`src/rtl/joystick_event_to_key_edges_unit_macros.svh`:
```
// Assertion macros for the joystick event to key edge unit.
// Included by the top level; no other dependencies.
`ifndef JOYSTICK_EVENT_TO_KEY_EDGES_UNIT_MACROS_SVH
`define JOYSTICK_EVENT_TO_KEY_EDGES_UNIT_MACROS_SVH
`ifndef SYNTHESIS
// Same-cycle implication, checked outside reset
`define JEKE_ASSERT_IMP(label, clk, rst, ante, cons) \
  label: assert property (@(posedge clk) disable iff (rst) (ante) |-> (cons)) \
    else $error("jeke same-cycle check failed");
// Next-cycle implication, checked outside reset
`define JEKE_ASSERT_NXT(label, clk, rst, ante, cons) \
  label: assert property (@(posedge clk) disable iff (rst) (ante) |=> (cons)) \
    else $error("jeke next-cycle check failed");
`else
`define JEKE_ASSERT_IMP(label, clk, rst, ante, cons)
`define JEKE_ASSERT_NXT(label, clk, rst, ante, cons)
`endif
`endif

```
`src/rtl/jeke_pkg.sv`:
```
// Shared constants and types of the joystick event to key edge unit.
// No dependencies.
`default_nettype none

package jeke_pkg;

  localparam int NUM_BUTTONS_DEF = 32;
  localparam int NUM_AXES_DEF    = 8;
  localparam int MAX_RESULTS     = 48;
  localparam int CNT_W           = 6;
  localparam int KEY_IDX_W       = 5;

  localparam int THR_W           = 15;
  localparam logic [THR_W-1:0] THR_RESET = 15'd4915;

  localparam int CFG_IDX_W       = 1;
  localparam int CFG_DATA_W      = 15;
  localparam logic [CFG_IDX_W-1:0] REG_AXIS_THRESHOLD = 1'b0;
  localparam logic [CFG_IDX_W-1:0] REG_DEVICE_ENABLE  = 1'b1;

  localparam logic [1:0] CMD_BUTTON  = 2'd0;
  localparam logic [1:0] CMD_AXIS    = 2'd1;
  localparam logic [1:0] CMD_TICK    = 2'd2;
  localparam logic [1:0] CMD_RELEASE = 2'd3;

  localparam int Q_DEPTH = 2;
  localparam int Q_AW    = 1;

  // Queue status seen by both sides
  typedef struct packed {
    logic full;
    logic empty;
  } q_stat_t;

endpackage

`default_nettype wire

```
`src/rtl/jeke_front.sv`:
```
// Front part: config registers, request decode, joystick state, job build.
// Depends on jeke_pkg.
`default_nettype none

module jeke_front #(
  parameter int NUM_BUTTONS = jeke_pkg::NUM_BUTTONS_DEF,
  parameter int NUM_AXES    = jeke_pkg::NUM_AXES_DEF,
  parameter int W           = NUM_BUTTONS + 2 * NUM_AXES
) (
  input  wire logic                            clk,
  input  wire logic                            rst,
  input  wire logic                            cfg_wen,
  input  wire logic [jeke_pkg::CFG_IDX_W-1:0]  cfg_index,
  input  wire logic [jeke_pkg::CFG_DATA_W-1:0] cfg_data,
  input  wire logic                            s_tvalid,
  output logic                                 s_tready,
  input  wire logic [23:0]                     s_tdata,
  input  wire logic [1:0]                      s_tuser,
  input  wire jeke_pkg::q_stat_t               q_stat,
  output logic                                 push,
  output logic [W-1:0]                         push_mask,
  output logic [W-1:0]                         push_val
);

  localparam int DW = 2 * NUM_AXES;

  logic [jeke_pkg::THR_W-1:0] axis_threshold;
  logic                       device_enable;
  logic [NUM_BUTTONS-1:0]     held_buttons;
  logic [DW-1:0]              held_dirs;
  logic signed [15:0]         axis_samples [NUM_AXES];

  logic                    accept;
  logic                    take;
  logic [1:0]              cmd;
  logic [7:0]              num;
  logic signed [15:0]      value;
  logic                    level;
  logic [NUM_BUTTONS-1:0]  btn_sel;
  logic [NUM_BUTTONS-1:0]  btn_change;
  logic [NUM_BUTTONS-1:0]  held_buttons_next;
  logic [NUM_AXES-1:0]     axis_sel;
  logic [DW-1:0]           dirs;
  logic signed [16:0]      thr_pos;
  logic signed [16:0]      thr_neg;

  // Config writes
  always_ff @(posedge clk) begin
    if (rst) begin
      axis_threshold <= jeke_pkg::THR_RESET;
      device_enable  <= 1'b1;
    end else if (cfg_wen) begin
      case (cfg_index)
        jeke_pkg::REG_AXIS_THRESHOLD: axis_threshold <= cfg_data[jeke_pkg::THR_W-1:0];
        jeke_pkg::REG_DEVICE_ENABLE:  device_enable  <= cfg_data[0];
        default: ;
      endcase
    end
  end

  // Take a request whenever the queue has room
  assign s_tready = !q_stat.full;
  assign accept   = s_tvalid && s_tready;
  assign take     = accept && device_enable;

  assign cmd   = s_tuser;
  assign num   = s_tdata[7:0];
  assign value = $signed(s_tdata[23:8]);
  assign level = (value != 16'sd0);

  // Decode button and axis selects; out-of-range numbers select nothing
  always_comb begin
    for (int i = 0; i < NUM_BUTTONS; i++) begin
      btn_sel[i] = (num == 8'(i));
    end
    for (int i = 0; i < NUM_AXES; i++) begin
      axis_sel[i] = (num == 8'(i));
    end
  end

  assign btn_change        = btn_sel & (level ? ~held_buttons : held_buttons);
  assign held_buttons_next = level ? (held_buttons | btn_sel) : (held_buttons & ~btn_sel);

  // Classify every axis against the threshold window
  assign thr_pos = $signed({2'b00, axis_threshold});
  assign thr_neg = -thr_pos;

  always_comb begin
    for (int i = 0; i < NUM_AXES; i++) begin
      dirs[2*i]   = (17'(axis_samples[i]) < thr_neg);
      dirs[2*i+1] = (17'(axis_samples[i]) > thr_pos);
    end
  end

  // Build the job: bits to report and their press levels
  always_comb begin
    push_mask = '0;
    push_val  = '0;
    case (cmd)
      jeke_pkg::CMD_BUTTON: begin
        push_mask = {{DW{1'b0}}, btn_change};
        push_val  = {{DW{1'b0}}, {NUM_BUTTONS{level}}};
      end
      jeke_pkg::CMD_TICK: begin
        push_mask = {dirs ^ held_dirs, {NUM_BUTTONS{1'b0}}};
        push_val  = {dirs, {NUM_BUTTONS{1'b0}}};
      end
      jeke_pkg::CMD_RELEASE: begin
        push_mask = {held_dirs, held_buttons};
      end
      default: ;
    endcase
  end

  assign push = take && (|push_mask);

  // Update joystick state on each taken request
  always_ff @(posedge clk) begin
    if (rst) begin
      held_buttons <= '0;
      held_dirs    <= '0;
      for (int i = 0; i < NUM_AXES; i++) begin
        axis_samples[i] <= '0;
      end
    end else if (take) begin
      case (cmd)
        jeke_pkg::CMD_BUTTON: held_buttons <= held_buttons_next;
        jeke_pkg::CMD_AXIS: begin
          for (int i = 0; i < NUM_AXES; i++) begin
            if (axis_sel[i]) axis_samples[i] <= value;
          end
        end
        jeke_pkg::CMD_TICK: held_dirs <= dirs;
        jeke_pkg::CMD_RELEASE: begin
          held_buttons <= '0;
          held_dirs    <= '0;
          for (int i = 0; i < NUM_AXES; i++) begin
            axis_samples[i] <= '0;
          end
        end
        default: ;
      endcase
    end
  end

endmodule

`default_nettype wire

```
`src/rtl/jeke_queue.sv`:
```
// Short job queue between the front and back parts.
// Depends on jeke_pkg.
`default_nettype none

module jeke_queue #(
  parameter int DATA_W = 2 * (jeke_pkg::NUM_BUTTONS_DEF + 2 * jeke_pkg::NUM_AXES_DEF)
) (
  input  wire logic              clk,
  input  wire logic              rst,
  input  wire logic              push,
  input  wire logic [DATA_W-1:0] push_data,
  input  wire logic              pop,
  output logic [DATA_W-1:0]      pop_data,
  output jeke_pkg::q_stat_t      stat
);

  logic [DATA_W-1:0]       slots [jeke_pkg::Q_DEPTH];
  logic [jeke_pkg::Q_AW-1:0] wr_ptr;
  logic [jeke_pkg::Q_AW-1:0] rd_ptr;
  logic [jeke_pkg::Q_AW:0]   fill;

  assign stat.full  = (fill == (jeke_pkg::Q_AW+1)'(jeke_pkg::Q_DEPTH));
  assign stat.empty = (fill == '0);
  assign pop_data   = slots[rd_ptr];

  // Store job payload
  always_ff @(posedge clk) begin
    if (push) slots[wr_ptr] <= push_data;
  end

  // Advance pointers and fill count
  always_ff @(posedge clk) begin
    if (rst) begin
      wr_ptr <= '0;
      rd_ptr <= '0;
      fill   <= '0;
    end else begin
      if (push) wr_ptr <= wr_ptr + 1'b1;
      if (pop)  rd_ptr <= rd_ptr + 1'b1;
      case ({push, pop})
        2'b10:   fill <= fill + 1'b1;
        2'b01:   fill <= fill - 1'b1;
        default: ;
      endcase
    end
  end

endmodule

`default_nettype wire

```
`src/rtl/jeke_back.sv`:
```
// Back part: walks one job bit per cycle while the output slot is free, and drives the key output register.
// Depends on jeke_pkg.
`default_nettype none

module jeke_back #(
  parameter int NUM_BUTTONS = jeke_pkg::NUM_BUTTONS_DEF,
  parameter int NUM_AXES    = jeke_pkg::NUM_AXES_DEF,
  parameter int W           = NUM_BUTTONS + 2 * NUM_AXES
) (
  input  wire logic              clk,
  input  wire logic              rst,
  input  wire jeke_pkg::q_stat_t q_stat,
  output logic                   pop,
  input  wire logic [W-1:0]      job_mask,
  input  wire logic [W-1:0]      job_val,
  output logic                   m_tvalid,
  input  wire logic              m_tready,
  output logic [7:0]             m_tdata,
  output logic                   m_tuser,
  output logic                   m_tlast
);

  localparam int PW = $clog2(W);

  logic                              busy;
  logic [W-1:0]                      mask;
  logic [W-1:0]                      val;
  logic [PW-1:0]                     pos;
  logic [jeke_pkg::CNT_W-1:0]        count;

  logic                              out_valid;
  logic                              out_group;
  logic [jeke_pkg::KEY_IDX_W-1:0]    out_index;
  logic                              out_pressed;
  logic                              out_last;

  logic                              out_free;
  logic                              hit;
  logic [W-1:0]                      rest;
  logic [jeke_pkg::CNT_W-1:0]        count_next;
  logic                              cap;
  logic                              is_button;
  logic [PW-1:0]                     pos_dir;
  logic [jeke_pkg::KEY_IDX_W-1:0]    key_idx;

  assign out_free   = !out_valid || m_tready;
  assign pop        = !busy && !q_stat.empty;
  assign hit        = mask[0];
  assign rest       = mask >> 1;
  assign count_next = count + 1'b1;
  assign cap        = (count_next == jeke_pkg::CNT_W'(jeke_pkg::MAX_RESULTS));
  assign is_button  = (pos < PW'(NUM_BUTTONS));
  assign pos_dir    = pos - PW'(NUM_BUTTONS);
  assign key_idx    = is_button ? jeke_pkg::KEY_IDX_W'(pos)
                                : jeke_pkg::KEY_IDX_W'(pos_dir);

  // Load a job, then step one bit position per free output slot
  always_ff @(posedge clk) begin
    if (rst) begin
      busy  <= 1'b0;
      mask  <= '0;
      val   <= '0;
      pos   <= '0;
      count <= '0;
    end else if (pop) begin
      busy  <= 1'b1;
      mask  <= job_mask;
      val   <= job_val;
      pos   <= '0;
      count <= '0;
    end else if (busy && out_free) begin
      mask <= rest;
      val  <= val >> 1;
      pos  <= pos + 1'b1;
      if (hit) count <= count_next;
      // Drop the job at its final bit or at the result cap
      if ((rest == '0) || (hit && cap)) busy <= 1'b0;
    end
  end

  // Output register; refill whenever the slot frees up
  always_ff @(posedge clk) begin
    if (rst) begin
      out_valid <= 1'b0;
    end else if (out_free) begin
      out_valid <= busy && hit;
    end
  end

  always_ff @(posedge clk) begin
    if (busy && out_free && hit) begin
      out_group   <= !is_button;
      out_index   <= key_idx;
      out_pressed <= val[0];
      out_last    <= (rest == '0) || cap;
    end
  end

  assign m_tvalid = out_valid;
  assign m_tdata  = {2'b00, out_pressed, out_index};
  assign m_tuser  = out_group;
  assign m_tlast  = out_last;

endmodule

`default_nettype wire

```
`src/rtl/joystick_event_to_key_edges_unit.sv`:
```
// Top level of the joystick event to key edge unit: front, queue and back.
// Depends on jeke_pkg, jeke_front, jeke_queue, jeke_back and the macro header.
//
//   channel  | direction | handshake          | payload
//   ---------+-----------+--------------------+------------------------------------
//   config   | in        | cfg_wen            | cfg_index, cfg_data
//   s_*      | in        | s_tvalid/s_tready  | s_tdata, s_tuser (command)
//   m_*      | out       | m_tvalid/m_tready  | m_tdata, m_tuser (group), m_tlast
//
// The front takes a request whenever the two-entry job queue has room.
// The back loads a job, then steps one bit position per free output slot up to the
// last key it reports or the per-request result cap.
// Reset (rst, synchronous) clears all joystick state and restores register defaults.
// A stalled m_tready holds the back; the front keeps taking requests until the queue fills.
`default_nettype none
`include "joystick_event_to_key_edges_unit_macros.svh"

module joystick_event_to_key_edges_unit #(
  parameter int NUM_BUTTONS = jeke_pkg::NUM_BUTTONS_DEF,
  parameter int NUM_AXES    = jeke_pkg::NUM_AXES_DEF
) (
  input  wire logic                            clk,
  input  wire logic                            rst,
  input  wire logic                            cfg_wen,
  input  wire logic [jeke_pkg::CFG_IDX_W-1:0]  cfg_index,
  input  wire logic [jeke_pkg::CFG_DATA_W-1:0] cfg_data,
  input  wire logic                            s_tvalid,
  output logic                                 s_tready,
  input  wire logic [23:0]                     s_tdata,   // control_number[7:0], event_value[23:8]
  input  wire logic [1:0]                      s_tuser,   // cmd[1:0]
  output logic                                 m_tvalid,
  input  wire logic                            m_tready,
  output logic [7:0]                           m_tdata,   // key_index[4:0], pressed[5], zero[7:6]
  output logic                                 m_tuser,   // key_group[0]
  output logic                                 m_tlast
);

  localparam int W = NUM_BUTTONS + 2 * NUM_AXES;

  jeke_pkg::q_stat_t q_stat;
  logic              q_push;
  logic              q_pop;
  logic [W-1:0]      push_mask;
  logic [W-1:0]      push_val;
  logic [2*W-1:0]    pop_data;

  jeke_front #(
    .NUM_BUTTONS (NUM_BUTTONS),
    .NUM_AXES    (NUM_AXES),
    .W           (W)
  ) u_front (
    .clk       (clk),
    .rst       (rst),
    .cfg_wen   (cfg_wen),
    .cfg_index (cfg_index),
    .cfg_data  (cfg_data),
    .s_tvalid  (s_tvalid),
    .s_tready  (s_tready),
    .s_tdata   (s_tdata),
    .s_tuser   (s_tuser),
    .q_stat    (q_stat),
    .push      (q_push),
    .push_mask (push_mask),
    .push_val  (push_val)
  );

  jeke_queue #(
    .DATA_W (2 * W)
  ) u_queue (
    .clk       (clk),
    .rst       (rst),
    .push      (q_push),
    .push_data ({push_val, push_mask}),
    .pop       (q_pop),
    .pop_data  (pop_data),
    .stat      (q_stat)
  );

  jeke_back #(
    .NUM_BUTTONS (NUM_BUTTONS),
    .NUM_AXES    (NUM_AXES),
    .W           (W)
  ) u_back (
    .clk      (clk),
    .rst      (rst),
    .q_stat   (q_stat),
    .pop      (q_pop),
    .job_mask (pop_data[W-1:0]),
    .job_val  (pop_data[2*W-1:W]),
    .m_tvalid (m_tvalid),
    .m_tready (m_tready),
    .m_tdata  (m_tdata),
    .m_tuser  (m_tuser),
    .m_tlast  (m_tlast)
  );

  // Checks on queue traffic and key numbering
  `JEKE_ASSERT_IMP(a_push_has_room, clk, rst, q_push, !q_stat.full)
  `JEKE_ASSERT_IMP(a_pop_has_job, clk, rst, q_pop, !q_stat.empty)
  `JEKE_ASSERT_NXT(a_push_fills, clk, rst, q_push && !q_pop, !q_stat.empty)
  `JEKE_ASSERT_IMP(a_button_in_range, clk, rst, m_tvalid && !m_tuser, 32'(m_tdata[4:0]) < 32'(NUM_BUTTONS))

endmodule

`default_nettype wire

```
`config.mk`:
```
export PLATFORM = sky130hd
export DESIGN_NAME = joystick_event_to_key_edges_unit
export DESIGN_NICKNAME = d
export VERILOG_FILES = /design/src/rtl/jeke_pkg.sv /design/src/rtl/jeke_front.sv /design/src/rtl/jeke_queue.sv /design/src/rtl/jeke_back.sv /design/src/rtl/joystick_event_to_key_edges_unit.sv
export VERILOG_INCLUDE_DIRS = /design/src /design/src/rtl
export SDC_FILE = /design/constraint.sdc
export NUM_CORES = 1
export LEC_CHECK = 0
export BUFFER_PORTS_ARGS = -buffer_cell sky130_fd_sc_hd__clkbuf_2
export CORE_MARGIN = 4
export CORE_UTILIZATION = 50
export DETAILED_ROUTE_END_ITERATION = 12
export PLACE_DENSITY = 0.64
export SLEW_MARGIN = 20
export SYNTH_ARGS = -nofsm -noshare
export SYNTH_HDL_FRONTEND = slang
export SYNTH_SLANG_ARGS = --single-unit
```
`constraint.sdc`:
```
create_clock -name clk -period 10.9 [get_ports clk]
set_clock_uncertainty 0.1 [all_clocks]
set_input_delay 2.18 -clock clk [delete_from_list [all_inputs] [get_ports clk]]
set_output_delay 2.18 -clock clk [all_outputs]
set_load 0.02 [all_outputs]
```
==> flow_summary.ini, run 1 <==
[global_route]
grt_use_total_pct = 25.4
grt_pass1_vias = 18500
grt_overflow = 0
grt_start_max_net_pins = 85
antenna_found_initial = 0
grt_pass1_wl_mm = 104

[layout]
area_growth_pct = 10.3
post-route-util_pct = 55.7
postLayoutCellArea_um2 = 26600
fillers = 4196
final_nets = 2784
diodes = 0
final_layout_size_suffix_gt1_share_pct = 7.96

[synthesis]
syn_inst = 2499
synth_top_family_by_area = simple AND/OR/NAND/NOR gates
synth_xor_area_share_pct = 1.41
ys_types = 83
yosysWarnings = 0
synthArstFlopShare_pct = 0
yosysTopAreaCell = edfxtp_1
synthAdderAreaFrac_pct = 12.7
yosys.area_share.simple_pct = 18.1
synthMuxAreaShare_pct = 1.68
syn_area_um2 = 24100
synth_ff_type = dfxtp_1
synth-seq-cells = 445
seq_area_frac_synth_pct = 45.3
avgSynthCellArea_um2 = 9.65
yosys-top-cells-area = edfxtp_1 25%, dfxtp_1 20%, ha_1 13%, nand2_1 4.5%, a21oi_1 3.7%
synth_compound_area_share_pct = 17.5
synth-edff-count = 202
synth_top_cell_area_share_pct = 25.1

[timing]
clock.fmax_mhz = 143
min_period_over_period_pct = 64.3
fin_tns_setup_ns = 0
drv_slew = 0
rsz0062_at_grt = no
hold_viol_final = 0
setup_viol = 0
slew_headroom_pct = 27.4
period_minus_slack_ns = 7.01
worst_pin_slew_ns = 1.07
worst_slack_ns = 3.89

[setup_path]
path_class = in2reg
critical_path.endpoint_type = flop
required_ns = 11.09
crit_fanout = 44
cp-start-kind = input pin
worstPathArrival_ns = 7.20

[placement]
gp_congestion = 0.929
place_area_um2 = 24900
dp_hpwl_mm = 49.0
port-buffer-count = 56
dp_slack_ns = 3.30

[clock_network]
cts_buffers = 50
worst_skew_pair.late_latency_ns = 0.61
clkTransAtPathRegs_ns = 0.06
post_cts_buffers = 0
ctsRootBufferMaster = clkbuf_16
cts_tree = done
postCtsHoldBufs = 0
cts.repair.resized = 0
htreeDepth = 2
ctsLongestPathBuffers = 3
clkSinkCount = 445

[die]
start_util_pct = 50.5
fp.coreArea_um2 = 47700
die_h_um = 228
ios = 59
num_rows = 80
die_x_um = 228
dieArea_um2 = 51800

[routing]
dr.first_iter.drc_count = 1459
via_per_inst = 6.16
antenna_left = 0
vias = 19400
wire_per_inst_um = 21.2
drc = 0
drt_first_pass_iters = 5
totalWireLength_mm = 66.8

[pwr]
power_w = 0.00504
power_density_nw_per_um2 = 190
leakagePower_nw = 10.5
peakVddDrop_uv = 124

[min_path]
hold_path_class = reg2reg

[run_status]
status = finished, final reports clean

[flow_run]
drv_cap = 0
[synth_stat cells, types with 8 or more instances]
library cell / n
mux2i_1: 36
a211o_1: 15
a21oi_1: 178
nor2b_1: 61
ha_1: 241
o311ai_0: 8
dfxtp_1: 243
clkbuf_1: 120
a22oi_1: 14
nand4b_1: 8
xor2_1: 9
a221oi_1: 28
nand3_1: 49
edfxtp_1: 202
a31oi_1: 31
nand2b_1: 25
o21ai_0: 81
o31ai_1: 18
o211ai_1: 24
o21a_1: 17
a21o_1: 39
inv_1: 52
nor3_1: 71
or2_2: 9
and3_1: 34
xnor2_1: 26
and2_1: 17
a211oi_1: 46
nand4_1: 33
or4_1: 13
nand2_1: 287
nor2_1: 235
nor4_1: 31
buf_2: 10
a311oi_1: 65
or3_1: 15
[power by group]
group          internal (W)  switching [W]  total [W]
Clock               0.00103       0.000706    0.00174
Combinational      0.000403       0.000797    0.00120
Sequential          0.00196       0.000148    0.00211
[layout make-up]
cell class / instances / area [um2] / area share, %
Clock buffer: 75 / 1490 / 5.61
Timing Repair Buffer: 87 / 515 / 1.94
Sequential cell: 445 / 10900 / 41.1
Inverter: 53 / 199 / 0.747
Clock inverter: 19 / 233 / 0.874
Tap cell: 615 / 769 / 2.89
Multi-Input combinational cell: 1859 / 12500 / 46.9
[logic make-up after synthesis]
kind of cell | count (synthesis)
buffers and inverters | 196
other | 1
adder cells (fa/ha/maj) | 246
AO/OA/AOI/OAI | 624
multiplexers | 39
AND/OR/NAND/NOR | 911
flip-flops | 445
XOR/XNOR | 37
[flip-flops by register name, summed over array words and instances (netlist names), named ones only]
signal	count
u_queue.fill	2
u_queue.slots	130
u_back.out_index	5
u_front.held_dirs	16
u_back.m_tuser	1
u_queue.rd_ptr	1
u_back.mask	48
u_back.val	48
u_back.pos	6
u_front.axis_samples	128
u_back.m_tlast	1
u_back.busy	1
u_front.held_buttons	32
u_back.count	6
u_back.m_tvalid	1
u_queue.wr_ptr	1
u_front.axis_threshold	15
u_front.device_enable	1
u_back.out_pressed	1
[routing by layer]
metal,vias to the layer above,global-route usage (%),routed length [um]
met5,-,0,0
met4,0,10.2,2720
met3,150,3.04,3240
met2,598,43.4,32400
met1,9320,33.0,28400
li1,9350,-,-
[cell usage in the layout (no fill, tap or decap), types with 52 or more instances in the layout]
cell type  instances
nand2_1          287
dfxtp_1          242
nor2b_1           60
a21oi_1          177
clkbuf_16         56
edfxtp_1         202
inv_1             52
o21ai_0           80
ha_1             241
a311oi_1          65
nor3_1            71
clkbuf_2          56
nor2_1           231
[worst max-delay path, cell delays in order]
cell       delay [ns]
clkbuf_2         0.11
inv_1            0.10
ha_1             0.49
nand2b_1         0.39
buf_4            0.34
o41ai_1          0.14
a2111oi_0        0.60
nand4_1          0.21
or4_1            0.63
nor4_1           0.35
nand2_1          0.10
or4_1            0.58
o31ai_4          0.39
nor2_4           0.21
buf_4            0.36
[through the flow]
| step | hold WS (ns) | std cells |
|---|---|---|
| after floorplan | 0.309 | 2500 |
| after global placement | 0.316 | 3059 |
| after detailed placement | 0.323 | 3059 |
| after CTS | 0.337 | 3153 |
| after global routing | 0.352 | 3153 |
| final | 0.334 | 3153 |
[worst paths after layout]
check | from | end | slack, ns | depth (start not counted)
setup reg to reg | u_front.axis_threshold[1] | u_queue.slots[1][11] | 4.05 | 18
hold / removal | u_back.val[0] | u_back.out_pressed | 0.33 | 0
hold reg to reg | u_back.val[0] | u_back.out_pressed | 0.33 | 0
setup / recovery | s_tuser[1] | u_queue.slots[1][11] | 3.89 | 15
Power figures use the tool's default switching activity.
==> inputs of run 2 (changes only) <==
--- a/config.mk
+++ b/config.mk
@@ -10,7 +10,7 @@
 export CORE_MARGIN = 4
 export CORE_UTILIZATION = 50
 export DETAILED_ROUTE_END_ITERATION = 12
-export PLACE_DENSITY = 0.64
+export PLACE_DENSITY = 0.67
 export SLEW_MARGIN = 20
 export SYNTH_ARGS = -nofsm -noshare
 export SYNTH_HDL_FRONTEND = slang
==> constraint.sdc (replaced) <==
create_clock -name clk -period 5.7 [get_ports clk]
set_clock_uncertainty 0.1 [all_clocks]
set_input_delay 1.14 -clock clk [delete_from_list [all_inputs] [get_ports clk]]
set_output_delay 1.14 -clock clk [all_outputs]
set_load 0.02 [all_outputs]
==> run 2 against run 1 <==
  * Cell count grew 3.5%
  * Cell area grew 3.3%
  * Sequential cell count is the same
  * Clock power grew 89%
  * First-iteration DRC count grew 3.9%
  * Routed wire length grew 2.2%
  * Non-clock buffer count grew 110
  * Critical path type is now reg2reg
  * Critical endpoint is now u_queue.fill[1]
  * Largest power group unchanged
  * Highest routed layer unchanged
==> flow_summary.ini, run 2 (synthesis gave the netlist of run 1 again) <==
[run_status]
status = finished, final reports clean

[placement]
port-buffer-count = 56
dp_hpwl_mm = 50.8
gp_congestion = 0.936

[setup_path]
path_class = reg2reg
rrSetupSlack_ns = 0.25
crit_fanout = 4
cp-start-kind = flop
crit_family = simple AND/OR/NAND/NOR gates
required_ns = 6.11
reg2reg_to = u_queue.fill[1]
cp_cell_sequence = or4_1 -> nor2_1 -> nand3_1 -> xnor2_1 -> buf_4 -> ha_1 -> a2111oi_0 -> nand2_1 -> o221ai_1 -> a21oi_1 -> o22ai_1 -> o21ai_0 -> a22o_1 -> or4_1 -> o31ai_4 -> ha_1 -> or3_1 -> a21oi_1
slowest_delay_ns = 0.64
path_buf_inv = 1
slowest_stage = or4_1
r2r-start = u_front.axis_threshold[0]
critical_path.endpoint_type = flop
reg2regPathDepth = 18
worstPathArrival_ns = 5.87

[die]
num_rows = 80
fp.coreArea_um2 = 47700
start_util_pct = 50.5
die_h_um = 228
die_x_um = 228
dieArea_um2 = 51800
ios = 59

[layout]
top_register = u_queue.slots
final_cell_mix = 287 x nand2_1, 242 x dfxtp_1, 240 x ha_1
multi_input_area_um2 = 12500
area_growth_pct = 14.0
final_common_cell = nand2_1
final_nets = 2894
final_layout_size_suffix_gt1_share_pct = 12.1
largest_register_ffs = 130
diodes = 0
regArea_um2 = 10900
reg_top3 = u_queue.slots x130, u_front.axis_samples x128
post-route-util_pct = 57.6
fillers = 4134

[clock_network]
ctsRootBufferMaster = clkbuf_16
cts_tree = done
worst_skew_pair.late_latency_ns = 0.60
cts.repair.resized = 0
clkSinkCount = 445
postCtsHoldBufs = 0
htreeDepth = 2
cts_buffers = 50
ctsLongestPathBuffers = 3
clkTransAtPathRegs_ns = 0.06
post_cts_buffers = 0

[timing]
min_period_over_period_pct = 95.7
hold_viol_final = 0
whs_ns = 0.328
drv_slew = 0
worst_pin_slew_ns = 1.04
period_minus_slack_ns = 5.45
rsz0062_at_grt = no
fin_tns_setup_ns = 0
setup_viol = 0
slew_headroom_pct = 30.2
clock.fmax_mhz = 183

[global_route]
grt_pass1_vias = 19200
grt_use_total_pct = 25.8
grt_pass1_wl_mm = 106
antenna_found_initial = 0
grt_overflow = 0
grt_start_max_net_pins = 85

[pwr]
power_density_nw_per_um2 = 352
leakagePower_nw = 11.0
power_w = 0.00968
peakVddDrop_uv = 270

[routing]
antenna_left = 0
drt_first_pass_iters = 7
via_per_inst = 6.18
drc = 0
wire_per_inst_um = 20.9
totalWireLength_mm = 68.2
vias = 20100
dr.first_iter.drc_count = 1516

[min_path]
holdPathEnd = u_back.out_pressed
hold_path_depth = 0
hold_path_class = reg2reg
worst_hold_startpoint = u_back.val[0]

[flow_run]
drv_cap = 0
-- run 2: cell types whose count changed in the layout (fill, tap and decap cells not counted), moves of 2 or more --
| cell | previous run | this run |
|---|---|---|
| buf_12 | 0 | 3 |
| clkinv_2 | 5 | 7 |
| inv_6 | 2 | 0 |
| clkinv_16 | 2 | 0 |
| buf_4 | 32 | 139 |
| clkbuf_1 | 16 | 13 |
| clkinv_1 | 5 | 7 |
| clkinvlp_4 | 1 | 3 |
| xnor2_1 | 26 | 24 |
-- run 2: cell type report --
cell class	count	area share [%]
Tap cell	615	2.80
Timing Repair Buffer	197	5.01
Clock buffer	70	5.25
Inverter	53	0.723
Clock inverter	23	0.892
Multi-Input combinational cell	1859	45.6
Sequential cell	445	39.8
-- run 2: how the worst max path moves through the flow --
stage / startpoint / to / slack (ns) / cells after the start
floorplan: u_front.axis_threshold[1] / u_queue.slots[0][0] / 0.09 / 19
global placement: s_tdata[18] / u_queue.fill[1] / -0.17 / 16
detailed placement: s_tdata[18] / u_queue.fill[1] / -0.12 / 16
CTS: u_front.axis_threshold[0] / u_queue.fill[1] / 0.18 / 19
global route: u_front.axis_threshold[0] / u_queue.fill[1] / 0.03 / 19
finish: u_front.axis_threshold[0] / u_queue.fill[1] / 0.25 / 18
-- run 2: per-layer routing --
layer	track usage, %	wire (um)	vias to the layer above
li1	-	-	9580
met1	33.1	28300	9685
met2	44.0	33200	679
met3	3.37	3730	204
met4	11.0	3020	0
met5	0	0	-
-- run 2: worst reg2reg max path, cell delays in order (launching register included) --
cell       delay [ns]
dfxtp_1          0.34
or4_1            0.64
nor2_1           0.30
nand3_1          0.14
xnor2_1          0.19
buf_4            0.18
ha_1             0.19
a2111oi_0        0.45
nand2_1          0.12
o221ai_1         0.26
a21oi_1          0.12
o22ai_1          0.35
o21ai_0          0.16
a22o_1           0.22
or4_1            0.57
o31ai_4          0.28
ha_1             0.27
or3_1            0.35
a21oi_1          0.14
-- run 2: per-stage QoR --
step / cells / setup slack, ns / instance area, um2
after floorplan: 2500 / 0.0865 / 24200
after global placement: 3169 / -0.173 / 25800
after detailed placement: 3169 / -0.124 / 25800
after CTS: 3262 / 0.184 / 27400
after global routing: 3262 / 0.0269 / 27500
final: 3262 / 0.248 / 27500
-- run 2: power breakdown --
group          switching, W  total [W]  internal (W)
Clock               0.00133    0.00329       0.00196
Sequential         0.000305    0.00405       0.00375
Combinational       0.00152    0.00234      0.000824
Total               0.00315    0.00968       0.00653
==> inputs of run 3 (changes only) <==
--- a/config.mk
+++ b/config.mk
@@ -10,6 +10,7 @@
 export CORE_MARGIN = 4
 export CORE_UTILIZATION = 50
 export DETAILED_ROUTE_END_ITERATION = 12
+export GPL_TIMING_DRIVEN = 0
 export PLACE_DENSITY = 0.67
 export SLEW_MARGIN = 20
 export SYNTH_ARGS = -nofsm -noshare
==> run 3 against run 2 <==
  * Routed wire length rose by 13%
  * Die area did not move
  * Cell area rose by 0.60%
  * Worst setup slack got worse by 0.19 ns
  * Sequential share of layout area fell by 0.24 points
  * First-iteration DRC count rose by 34%
  * Hold slack improved by 0.029 ns
  * Utilization rose by 0.35 points
  * Combinational power rose by 14%
  * Register-to-register slack got worse by 0.19 ns
  * Largest power group unchanged
==> flow_summary.ini, run 3 (synthesis gave the netlist of run 1 again) <==
[pwr]
peakVddDrop_uv = 224
power_frac_comb_pct = 26.6
power_density_nw_per_um2 = 362
p_sw_share_pct = 34.2
clkPwrFrac_pct = 33.6
switchingPower_w = 0.00343
internal-power_w = 0.00660
leakagePower_nw = 10.8
seqPwrFrac_pct = 39.8

[routing]
drc = 0
wire_per_inst_um = 23.3
dr.first_iter.drc_count = 2028
vias = 21000
totalWireLength_mm = 76.9
antenna_left = 0
drt_first_pass_iters = 6
via_per_inst = 6.36

[layout]
regArea_um2 = 10900
final_layout_size_suffix_gt1_share_pct = 9.88
largest_register_ffs = 130
final_common_cell = nand2_1
multi_input_area_um2 = 12800
final_nets = 2930
diodes = 0
area_growth_pct = 14.7
reg_top3 = u_queue.slots x130, u_front.axis_samples x128
top_register = u_queue.slots
fillers = 4036
final_cell_mix = 287 x nand2_1, 242 x dfxtp_1, 238 x ha_1

[timing]
worst_pin_slew_ns = 1.14
min_period_over_period_pct = 99.0
clock.fmax_mhz = 177
hold_viol_final = 0
setup_viol = 0
drv_slew = 0
worst_slack_ns = 0.0594
whs_ns = 0.357
period_minus_slack_ns = 5.64
slew_headroom_pct = 23.3

[run_status]
status = finished, final reports clean

[clock_network]
clkTransAtPathRegs_ns = 0.06
worst_skew_pair.late_latency_ns = 0.60
htreeDepth = 2
ctsRootBufferMaster = clkbuf_16
cts_tree = done
postCtsHoldBufs = 0
ctsLongestPathBuffers = 3
cts_buffers = 49
clkSinkCount = 445

[placement]
dp_slack_ns = -1.55
dp_hpwl_mm = 55.0
port-buffer-count = 54
gp_congestion = 0.952

[min_path]
hold_path_class = reg2reg

[global_route]
grt_pass1_vias = 20000
antenna_found_initial = 2
grt_use_total_pct = 29.0
grt_start_max_net_pins = 25
grt_pass1_wl_mm = 116
grt_overflow = 0

[setup_path]
critical_path.endpoint_type = flop
required_ns = 6.12
cp-start-kind = flop
crit_fanout = 8
worstPathArrival_ns = 6.06
path_class = reg2reg

[die]
dieArea_um2 = 51800
start_util_pct = 50.5
die_x_um = 228
ios = 59
die_h_um = 228
fp.coreArea_um2 = 47700
num_rows = 80

[flow_run]
drv_cap = 0
run 3: what timing repair did:
action / in CTS / in global routing
pin swaps: 8 / 8
setup buffers: 18 / 8
endpoints found under the setup margin: 137 / 132
gates cloned: 0 / 0
resized for setup: 27 / 34
run 3: power groups by stage:
stage	Combinational, W	Sequential (W)	Clock (W)
2_1_floorplan	0.00176	0.00398	0
3_3_place_gp	0.00247	0.00404	0
3_5_place_dp	0.00259	0.00404	0
4_1_cts	0.00263	0.00398	0.00340
5_1_grt	0.00292	0.00403	0.00353
6_report	0.00266	0.00399	0.00337
run 3: per-stage QoR:
step                cell area (um2)  setup TNS [ns]  util [%]  std cells  power, W
detailed placement            25500         -173.11      53.4       3181   0.00664
floorplan                     24200               0         -       2500   0.00573
global route                  27700          -0.138      58.0       3298    0.0105
finish                        27700               0      58.0       3298    0.0100
global placement              25200         -270.14      52.8       3169   0.00651
CTS                           27500               0      57.5       3291    0.0100
run 3: layout make-up:
cell class / count / area share, %
multi-input combinational: 1859 / 46.2
timing repair buffer: 92 / 2.53
clock buffer: 62 / 4.95
clock inverter: 30 / 1.20
buffer: 142 / 2.08
inverter: 53 / 0.746
sequential: 445 / 39.5
tap: 615 / 2.78
run 3: critical path: stages, from the launching register on:
cell	delay, ns
dfxtp_1	0.35
clkinvlp_4	0.10
ha_4	0.15
or4b_1	0.50
buf_6	0.18
nor4_4	0.18
buf_4	0.17
and2_4	0.29
ha_1	0.38
nand2_1	0.11
nor2_1	0.07
and2_1	0.17
a21o_1	0.18
a311oi_1	0.25
nand2_1	0.21
a21oi_2	0.29
o211ai_1	0.18
or4_1	0.55
o31ai_4	0.36
ha_4	0.26
or3_1	0.36
a21oi_2	0.14
run 3: per-layer routing:
layer	share of wire [%]	GRT usage, %	wire length [um]	vias up
met3	8.2	5.34	6280	229
li1	-	-	-	9655
met4	5.2	13.7	4000	2
met5	0.017	0	13	-
met1	41	38.4	31700	10200
met2	45	46.2	35000	919
run 3: path summary, 6_finish.rpt:
kind,from,end,slack (ns),cells after the start
max reg2reg,u_front.axis_threshold[1],u_queue.fill[1],0.06,21
min reg2reg,u_front.axis_samples[1][48],u_front.axis_samples[1][48],0.36,2
max,u_front.axis_threshold[1],u_queue.fill[1],0.06,21
min,u_front.axis_samples[1][48],u_front.axis_samples[1][48],0.36,2
